## src/hw/rtl/text_terminal_writer_defines.svh

```systemverilog
// assertion macros shared by the text terminal writer rtl
// needs clk and rst_n in scope at the point of use
`ifndef TEXT_TERMINAL_WRITER_DEFINES_SVH
`define TEXT_TERMINAL_WRITER_DEFINES_SVH

// same-cycle implication, checked out of reset
`define TTW_ASSERT_NOW(label, ante, cons, msg) \
    label: assert property (@(posedge clk) disable iff (!rst_n) (ante) |-> (cons)) \
        else $error(msg);

// next-cycle implication, checked out of reset
`define TTW_ASSERT_NEXT(label, ante, cons, msg) \
    label: assert property (@(posedge clk) disable iff (!rst_n) (ante) |=> (cons)) \
        else $error(msg);

`endif

```

## src/hw/rtl/ttw_pkg.sv

```systemverilog
// shared types and constants of the text terminal writer
// no dependencies
package ttw_pkg;

    // request codes
    localparam logic [1:0] REQ_PUT      = 2'd0;
    localparam logic [1:0] REQ_SET_ATTR = 2'd1;
    localparam logic [1:0] REQ_READ     = 2'd2;

    // control bytes
    localparam logic [7:0] CODE_TAB     = 8'd9;
    localparam logic [7:0] CODE_NEWLINE = 8'd10;
    localparam logic [7:0] CODE_RETURN  = 8'd13;
    localparam logic [7:0] CODE_SPACE   = 8'd32;

    // white on black
    localparam logic [7:0] RESET_ATTRIBUTE = 8'd15;

    typedef struct packed {
        logic [1:0]  req_type;
        logic [7:0]  char_code;
        logic [7:0]  attribute_value;
        logic [10:0] cell_index;
        logic        end_of_string;
    } in_item_t;

    typedef struct packed {
        logic [6:0] cursor_col;
        logic [4:0] cursor_row;
        logic [7:0] read_char;
        logic [7:0] read_attribute;
        logic       write_done;
    } out_item_t;

    typedef struct packed {
        logic idle;
        logic resp_load;
    } ttw_status_t;

endpackage

```

## src/hw/rtl/ttw_ctrl.sv

```systemverilog
// request sequencer: cursor, circular row mapping, tab and scroll handling
// depends on ttw_pkg and text_terminal_writer_defines.svh
`include "text_terminal_writer_defines.svh"

module ttw_ctrl #(
    parameter int COLUMNS  = 80,
    parameter int ROWS     = 25,
    parameter int TAB_STOP = 4,
    localparam int CELLS   = COLUMNS * ROWS,
    localparam int AW      = $clog2(CELLS)
) (
    input  logic                clk,
    input  logic                rst_n,
    input  logic                in_accept,
    input  ttw_pkg::in_item_t   in_data,
    input  logic                slot_free,
    output ttw_pkg::ttw_status_t status,
    output ttw_pkg::out_item_t  resp,
    output logic                mem_we,
    output logic [AW-1:0]       mem_waddr,
    output logic [7:0]          mem_wdata,
    output logic                mem_re,
    output logic [AW-1:0]       mem_raddr,
    input  logic [7:0]          mem_rdata
);

    import ttw_pkg::*;

    localparam int COL_W = $clog2(COLUMNS);
    localparam int ROW_W = $clog2(ROWS);
    localparam int GW    = $clog2(COLUMNS + 1);
    localparam int TW    = (TAB_STOP > 1) ? $clog2(TAB_STOP) : 1;
    localparam int IW    = ((AW > 11) ? AW : 11) + 1;

    localparam logic [AW:0] CELLS_X = (AW + 1)'(CELLS);
    localparam logic [AW:0] COLS_X  = (AW + 1)'(COLUMNS);

    typedef enum logic [5:0] {
        ST_CLEAR  = 6'b000001,
        ST_IDLE   = 6'b000010,
        ST_PUT    = 6'b000100,
        ST_SCROLL = 6'b001000,
        ST_RADDR  = 6'b010000,
        ST_RESP   = 6'b100000
    } state_t;

    // start of the physical row that follows, wrapping round the store
    function automatic logic [AW-1:0] row_step(input logic [AW-1:0] a);
        logic [AW:0] s;
        s = {1'b0, a} + COLS_X;
        if (s >= CELLS_X)
        begin
            s = s - CELLS_X;
        end
        return s[AW-1:0];
    endfunction

    state_t           state_reg, state_next;
    logic [COL_W-1:0] col_reg, col_next;
    logic [ROW_W-1:0] line_reg, line_next;
    logic [AW-1:0]    base_reg, base_next;   // physical start of cursor line
    logic [AW-1:0]    top_reg, top_next;     // physical start of screen row 0
    logic [7:0]       attr_reg, attr_next;
    logic [TW-1:0]    phase_reg, phase_next; // column modulo tab stop
    logic [GW-1:0]    guard_reg, guard_next;
    logic             more_reg, more_next;
    logic [AW-1:0]    clr_reg, clr_next;
    logic             inr_reg, inr_next;
    in_item_t         req_reg;

    logic             is_tab, is_nl, is_cr, places;
    logic             col_last, line_last, line_adv;
    logic [TW-1:0]    phase_step, phase_after;
    logic [GW-1:0]    guard_step;
    logic             tab_more;
    logic [IW-1:0]    idx_x, rsum, rfix;
    logic             in_range;

    assign is_tab   = req_reg.char_code == CODE_TAB;
    assign is_nl    = req_reg.char_code == CODE_NEWLINE;
    assign is_cr    = req_reg.char_code == CODE_RETURN;
    assign places   = !is_nl && !is_cr;
    assign col_last = col_reg == COL_W'(COLUMNS - 1);
    assign line_last = line_reg == ROW_W'(ROWS - 1);
    assign line_adv = (places && col_last) || is_nl;

    assign phase_step  = (phase_reg == TW'(TAB_STOP - 1)) ? '0 : phase_reg + TW'(1);
    assign phase_after = (places && !col_last) ? phase_step : '0;
    assign guard_step  = guard_reg + GW'(1);
    assign tab_more    = is_tab && (phase_after != '0) && (guard_step != GW'(COLUMNS));

    // logical cell index to physical address
    assign idx_x     = IW'(req_reg.cell_index);
    assign in_range  = idx_x < IW'(CELLS);
    assign rsum      = IW'(top_reg) + idx_x;
    assign rfix      = (rsum >= IW'(CELLS)) ? rsum - IW'(CELLS) : rsum;
    assign mem_raddr = rfix[AW-1:0];

    always_comb
    begin
        state_next = state_reg;
        col_next   = col_reg;
        line_next  = line_reg;
        base_next  = base_reg;
        top_next   = top_reg;
        attr_next  = attr_reg;
        phase_next = phase_reg;
        guard_next = guard_reg;
        more_next  = more_reg;
        clr_next   = clr_reg;
        inr_next   = inr_reg;
        mem_we     = 1'b0;
        mem_waddr  = clr_reg;
        mem_wdata  = '0;
        mem_re     = 1'b0;
        status     = '0;

        unique case (state_reg)
            ST_CLEAR:
            begin
                mem_we   = 1'b1;
                clr_next = clr_reg + AW'(1);
                if (clr_reg == AW'(CELLS - 1))
                begin
                    state_next = ST_IDLE;
                end
            end
            ST_IDLE:
            begin
                status.idle = 1'b1;
                if (in_accept)
                begin
                    guard_next = '0;
                    unique case (in_data.req_type)
                        REQ_PUT:      state_next = ST_PUT;
                        REQ_READ:     state_next = ST_RADDR;
                        REQ_SET_ATTR:
                        begin
                            attr_next  = in_data.attribute_value;
                            state_next = ST_RESP;
                        end
                        default:      state_next = ST_RESP;
                    endcase
                end
            end
            ST_PUT:
            begin
                mem_we     = places;
                mem_waddr  = base_reg + AW'(col_reg);
                mem_wdata  = is_tab ? CODE_SPACE : req_reg.char_code;
                phase_next = phase_after;
                guard_next = guard_step;
                more_next  = tab_more;
                if (places && !col_last)
                begin
                    col_next = col_reg + COL_W'(1);
                end
                else
                begin
                    col_next = '0;
                end
                if (line_adv)
                begin
                    // on a scroll, the new bottom row reuses the old top row
                    base_next = row_step(base_reg);
                    if (line_last)
                    begin
                        top_next = row_step(top_reg);
                    end
                    else
                    begin
                        line_next = line_reg + ROW_W'(1);
                    end
                end
                clr_next = '0;
                if (line_adv && line_last)
                begin
                    state_next = ST_SCROLL;
                end
                else if (tab_more)
                begin
                    state_next = ST_PUT;
                end
                else
                begin
                    state_next = ST_RESP;
                end
            end
            ST_SCROLL:
            begin
                mem_we    = 1'b1;
                mem_waddr = base_reg + clr_reg;
                clr_next  = clr_reg + AW'(1);
                if (clr_reg == AW'(COLUMNS - 1))
                begin
                    state_next = more_reg ? ST_PUT : ST_RESP;
                end
            end
            ST_RADDR:
            begin
                mem_re     = in_range;
                inr_next   = in_range;
                state_next = ST_RESP;
            end
            ST_RESP:
            begin
                status.resp_load = slot_free;
                if (slot_free)
                begin
                    state_next = ST_IDLE;
                end
            end
            default:
            begin
                state_next = ST_IDLE;
            end
        endcase
    end

    // every cell's attribute always equals the current attribute, so only
    // characters are stored
    always_comb
    begin
        resp.cursor_col     = 7'(col_reg);
        resp.cursor_row     = 5'(line_reg);
        resp.write_done     = req_reg.end_of_string;
        resp.read_char      = '0;
        resp.read_attribute = '0;
        if (req_reg.req_type == REQ_READ && inr_reg)
        begin
            resp.read_char      = mem_rdata;
            resp.read_attribute = attr_reg;
        end
    end

    always_ff @(posedge clk or negedge rst_n)
    begin
        if (!rst_n)
        begin
            state_reg <= ST_CLEAR;
            col_reg   <= '0;
            line_reg  <= '0;
            base_reg  <= '0;
            top_reg   <= '0;
            attr_reg  <= RESET_ATTRIBUTE;
            phase_reg <= '0;
            guard_reg <= '0;
            more_reg  <= 1'b0;
            clr_reg   <= '0;
            inr_reg   <= 1'b0;
        end
        else
        begin
            state_reg <= state_next;
            col_reg   <= col_next;
            line_reg  <= line_next;
            base_reg  <= base_next;
            top_reg   <= top_next;
            attr_reg  <= attr_next;
            phase_reg <= phase_next;
            guard_reg <= guard_next;
            more_reg  <= more_next;
            clr_reg   <= clr_next;
            inr_reg   <= inr_next;
        end
    end

    always_ff @(posedge clk)
    begin
        if (in_accept && state_reg == ST_IDLE)
        begin
            req_reg <= in_data;
        end
    end

    `TTW_ASSERT_NOW(a_cursor_range, 1'b1,
        (32'(col_reg) < COLUMNS) && (32'(line_reg) < ROWS), "cursor out of range")
    `TTW_ASSERT_NOW(a_rows_range, 1'b1,
        (32'(base_reg) < CELLS) && (32'(top_reg) < CELLS), "row start out of store")
    `TTW_ASSERT_NOW(a_write_state, mem_we,
        state_reg == ST_CLEAR || state_reg == ST_SCROLL || state_reg == ST_PUT,
        "store written outside a writing state")
    `TTW_ASSERT_NOW(a_scroll_count, state_reg == ST_SCROLL,
        32'(clr_reg) < COLUMNS, "row clear ran past the row")

endmodule

```

## config.mk

```make
export PLATFORM = sky130hd
export DESIGN_NAME = ttw_ctrl
export DESIGN_NICKNAME = d
export VERILOG_FILES = /design/src/hw/rtl/ttw_pkg.sv /design/src/hw/rtl/ttw_ctrl.sv
export VERILOG_INCLUDE_DIRS = /design/src /design/src/hw/rtl
export SDC_FILE = /design/constraint.sdc
export NUM_CORES = 1
export LEC_CHECK = 0
export BUFFER_PORTS_ARGS = -buffer_cell sky130_fd_sc_hd__clkbuf_2
export CAP_MARGIN = 20
export CORE_ASPECT_RATIO = 0.5
export CORE_UTILIZATION = 40
export CTS_CLUSTER_DIAMETER = 40
export DETAILED_ROUTE_END_ITERATION = 8
export GPL_ROUTABILITY_DRIVEN = 0
export GPL_TIMING_DRIVEN = 0
export PLACE_DENSITY_LB_ADDON = 0.05
export SETUP_SLACK_MARGIN = 0.3
export SYNTH_ARGS = -nofsm -noshare
export SYNTH_HDL_FRONTEND = slang
export SYNTH_SLANG_ARGS = --single-unit
```

## constraint.sdc

```tcl
create_clock -name clk -period 2.9 [get_ports clk]
set_input_delay 0.145 -clock clk [delete_from_list [all_inputs] [get_ports clk]]
set_output_delay 0.145 -clock clk [all_outputs]
set_load 0.01 [all_outputs]
```

Yosys cells after proc, flatten, opt, wreduce, memory -nomap -nowiden
Index checks and enable logic that the tools add are counted.
{"block": "totals", "ff_bits": 92, "latch_bits": 0, "ram_bits": 0, "rom_bits": 0, "input_bits": 42, "output_inout_bits": 63, "elab_cells": 104, "mem_count": 0}
{"block": "op_classes", "addsub": 13, "mul": 0, "div": 0, "order_cmp": 4, "n_eq_ne": 22, "shift": 0, "mux": 26, "bitwise_logic": 1, "reduce_logical": 23}
{"operator": "11-bit case mux with 2 select lines", "count": 2}
{"operator": "6-bit 2-to-1 mux", "count": 7}
{"operator": "12-bit by 11-bit greater-or-equal comparator with 1-bit output (second input constant)", "count": 3}
{"operator": "6-bit case mux with 6 select lines", "count": 1}
{"operator": "11-bit 2-to-1 mux", "count": 3}
{"operator": "11-bit subtractor (second input constant)", "count": 3}
{"operator": "11-bit by 7-bit adder with 12-bit output (second input constant)", "count": 2}
{"operator": "8-bit by 4-bit == test with 1-bit output (second input constant)", "count": 3}
{"operator": "16-bit 2-to-1 mux", "count": 1}
{"operator": "8-bit 2-to-1 mux", "count": 2}
{"operator": "7-bit by 1-bit adder with 7-bit output (second input constant)", "count": 2}
{"operator": "7-bit 2-to-1 mux", "count": 2}
{"operator": "7-bit case mux with 2 select lines", "count": 1}
{"operator": "11-bit by 11-bit adder with 12-bit output", "count": 1}
{"operator": "6-bit case mux with 2 select lines", "count": 1}
{"operator": "11-bit by 1-bit adder with 11-bit output (second input constant)", "count": 1}
{"operator": "11-bit adder", "count": 1}
{"operator": "11-bit by 7-bit adder with 11-bit output", "count": 1}
{"operator": "11-bit == test (second input constant)", "count": 1}
{"operator": "11-bit by 7-bit == test with 1-bit output (second input constant)", "count": 1}
{"operator": "11-bit less-than comparator (second input constant)", "count": 1}
{"operator": "3-bit AND reduction", "count": 3}
{"operator": "1-bit logical AND", "count": 8}
{"operator": "2-bit inequality test (second input constant)", "count": 4}
{"operator": "24 further kinds", "count": 34}

Logic depth before layout (Yosys ltp)
{"block": "depth", "depth_word": 11, "mapped_depth": 12}

Worst setup path before layout
No wires, ideal clock.
{"block": "synth_timing", "path_type": "reg-to-output", "start": "reg state_reg[1]", "end": "out mem_waddr[10]", "arrival_ps": 3085, "setup_slack_ps": -330, "path_stages_with_launch": 13, "n_path_buf": 1, "path_cell_list": "dfrtp_1 -> nor2_1 -> and3_1 -> clkbuf_1 -> mux2_2 -> fa_1 -> a21o_1 -> a21oi_1 -> o21bai_1 -> a21oi_1 -> xnor2_1 -> nor2_1 -> a311oi_1"}
{"block": "synth_between", "elab_chain_len": 2, "elab_cells_between_ends": 3, "classes_between": "eq/ne: 2; mux: 1"}
{"element": "start: declaration", "line": "ttw_ctrl.sv:58", "rtl": "state_t state_reg, state_next;"}
{"element": "start signal: assignment", "line": "ttw_ctrl.sv:254", "rtl": "state_reg <= state_next;"}
{"element": "6-bit by 4-bit == test with 1-bit output / 6-bit by 3-bit == test with 1-bit output (equally long branches)", "line": "ttw_ctrl.sv:118", "rtl": "unique case (state_reg)"}
{"element": "11-bit case mux with 2 select lines *", "line": "ttw_ctrl.sv:118"}
{"element": "end: declaration", "line": "ttw_ctrl.sv:20", "rtl": "output logic [AW-1:0] mem_waddr,"}
Every way passes the cells marked *; elsewhere a longest branch is shown, timed or not.

Worst setup path in the final report
{"block": "layout_timing", "start": "reg state_reg[5]", "end": "out mem_waddr[10]"}
The elaborated chain is that of the path after synthesis.

==> results.md <==
- Drt wl/cell: about 14 um
- Worst Tran Pin Value: 0.812 ns
- Top Ports: 105
- Clock root cell: clkbuf_16
- Slowest CP cell: dfrtp_1
- Sw power: 0.00111 W
- Max Freq: just under 300 MHz
- Sequential area share after synthesis: 0.418
- Worst Hold Class: input pin to flip-flop
- Initial antenna violation count: 0
- First-pass GRT wire length: about 21000 um
- Register bit total from synthesis: 84
- Final-layout fill cell count: 1197
- PortBufs: 104
- Global route overflow: 0
- Worst VDD drop: a little over 300 uV
- Placed inst area: 6170 sq um
- Synth unique cells: 66
- Yosys top cell by area: dfrtp_1
- Synth-to-layout area growth: 32.8%
- Combinational group share of total power: 0.264
- Ys flop type: dfrtp_1
- Lkg Pwr: 3.25 nW
- Sequential Power Share: 0.433
- Max-cap viol count: 0
- Die area: 13800 sq um
- Status: finished with violations
- Post-route minimum period: between 3 and 4 ns
- DRT iter0 DRCs: 279
- Layout cell share with drive strength beyond 1: 0.317
- Clk_lat worst skew: 0.33 ns
- Final ANT Viol Nets: 0
- Levels on crit path: 13
- Drc violations: 0
- Crit path buffers/inverters: 2
- RSZ-0062 raised after global routing: true
- GRT Overall Usage: 0.193
- ANT cells: 0
- TritonCTS clock tree: yes
- Synthesis Warnings: 0
- Initial Util: 0.414
- CP startpoint kind: flip-flop
- Clk pin slew, worst setup/hold paths: ~0.070 ns
- CP arrival: 3.24 ns
- Cell area after synthesis: 5310 sq um
- Setup-failing EPs final: 9
- Worst Skew: 0.00462 ns
- Syn avg cell area: 9.36 sq um
- Max H-tree Level: 3
- Clk buf depth: 2
- PwrDens: 519 nW/um^2
- EDFF count, synth: 22
- Routed WL: 12800 um
- Yosys top cell area share: 0.269
- Core Region: 12800 sq um
- Fin cells: 902
- Async set-reset flop share out of synthesis: 0.738
- Failing checks: negative setup slack
- Critical Path Fanout Max: 3
- Die H: 83.4 um
- CTS Sinks: 84
- WHS: 0.0385 ns
- Kind of critical path: flip-flop to output pin
- Drt pass-1 iters: 4
- Rows: 29
- Ranking of synthesized cells by area: dfrtp_1 27%, edfxtp_1 12%, ha_1 5.9%
- Worst path max stage delay: ~0.4 ns
- Pre-CTS setup slack: -0.337 ns
- Die span in x: 165 um
- Final period utilization: 1.17
- Mapped Nets: 636
- Largest net degree at the start of global routing: 61
- Worst slew margin: 0.454
- Vias: ~4600
- Vias in the first global route: 4380
- Switching Fraction: 0.304
- Via/cell ratio: 5.14
- Post-DP HPWL: roughly 9100 um
- Most common cell after layout, fill and taps aside: clkbuf_2
- Post-route cell area: 7050 sq um
- Layout Nets: 796
- Largest delay contributor family on the critical path: compound AO/OA/AOI/OAI gates
- Int Pwr: between 0.002 and 0.003 W
- Synthesized netlist cell count: 567
- Hold Crit Depth: 2
- Final setup margin: -0.485 ns
- Fin. Hold Viols: 0
- Cts bufs inserted: 9
- Commonest cells after routing, fill and taps aside: 94 x clkbuf_2, 68 x nand2_1, 56 x dfrtp_1
- Clock power share: 0.304
- Kind of end point of the critical path: output pin
- Critical Path RT: 2.76 ns
- Reg2Reg Depth: 8
- Most frequent CP cell: a21oi_2
- Crit-path cells: nor3_2 -> and3_4 -> clkbuf_16 -> mux2_4 -> fa_2 -> a21o_1 -> a21oi_2 -> o21bai_1 -> a21oi_2 -> xnor2_2 -> a21oi_2 -> a311oi_2 -> buf_2
- Post-placement cell count: 843
- Slew Limit Fails: 0
-- cell type report --
type | count | area (sq um) | area share
repair buffers | 149 | 975 | 0.138
inverters | 21 | 78.8 | 0.0112
flip-flops and latches | 84 | 2220 | 0.315
clock inverters | 4 | 31.3 | 0.00444
well taps | 170 | 213 | 0.0302
multi-input cells | 438 | 3120 | 0.442
clock buffers | 12 | 256 | 0.0364
plain buffers | 24 | 158 | 0.0224
-- per-layer routing --
metal / wire [um] / vias to the layer above / track usage / share of wire
li1: - / 2334 / - / -
met1: 6290 / 2207 / 0.267 / 0.49
met2: 5880 / 88 / 0.312 / 0.46
met3: 555 / 7 / 0.0365 / 0.043
met4: 74 / 0 / 0.0425 / 0.0058
met5: 0 / - / 0 / 0
-- cell families after synthesis --
| family | after synthesis | share of synthesized area |
|---|---|---|
| AOI/OAI and AO/OA | 123 | 0.146 |
| xor gates and xnor gates | 42 | 0.0693 |
| adders and majority gates | 27 | 0.0665 |
| buffers and inverters | 45 | 0.0384 |
| DFF | 84 | 0.418 |
| muxes | 20 | 0.0422 |
| and+or+nand+nor | 226 | 0.220 |
-- synth_stat cells (all sizes together) (4+ instances only) --
master   n
edfxtp  22
nand2   69
clkbuf  11
and3    10
or2      4
xnor2   26
o21ai   48
dfstp    5
xor2    16
a31oi    6
nand4b   5
nand3   19
a21o    14
o31ai    8
buf     13
mux2i    4
or3      5
nor2    44
and2    32
nand4    8
nor3     6
ha      25
inv     21
nand2b   4
a21oi   19
nor4     6
mux2    16
dfrtp   57
-- per-stage QoR --
| stage | setup TNS, ns | power, W | util |
|---|---|---|---|
| after floorplan | 0 | 0.00214 | - |
| after global placement | -1.77 | 0.00243 | 0.477 |
| after detailed placement | -0.503 | 0.00248 | 0.482 |
| after CTS | -1.38 | 0.00368 | 0.538 |
| after global routing | -3.05 | 0.00389 | 0.550 |
| final | -1.65 | 0.00366 | 0.550 |
-- power groups by stage --
stage	sequential (W)	combinational, W	clock [W]
global route	0.00161	0.00108	0.00120
global placement	0.00160	0.000828	0
finish	0.00158	0.000964	0.00111
detailed placement	0.00161	0.000874	0
CTS	0.00159	0.000947	0.00115
floorplan	0.00158	0.000567	0
-- timing repair --
| item | CTS | global route |
|---|---|---|
| hold buffers | 21 | 0 |
| endpoints found under the setup margin | 21 | 39 |
| setup buffers | 13 | 9 |
| resized for setup | 28 | 32 |
| hold endpoints to repair | 77 | 0 |
| pin swaps | 26 | 23 |
| gates cloned | 0 | 0 |
-- path summary, 6_finish.rpt --
path	slack [ns]	endpoint	start
max in group asynchronous	2.20	state_reg[0]	rst_n
worst max register to register	0.45	base_reg[5]	base_reg[5]
worst min-delay path	0.04	attr_reg[5]	in_data[17]
worst min register to register	0.49	guard_reg[6]	guard_reg[6]
min in group asynchronous	0.17	attr_reg[6]	rst_n
worst max-delay path	-0.48	mem_waddr[10]	state_reg[5]
(Power assumes the default switching activity.)
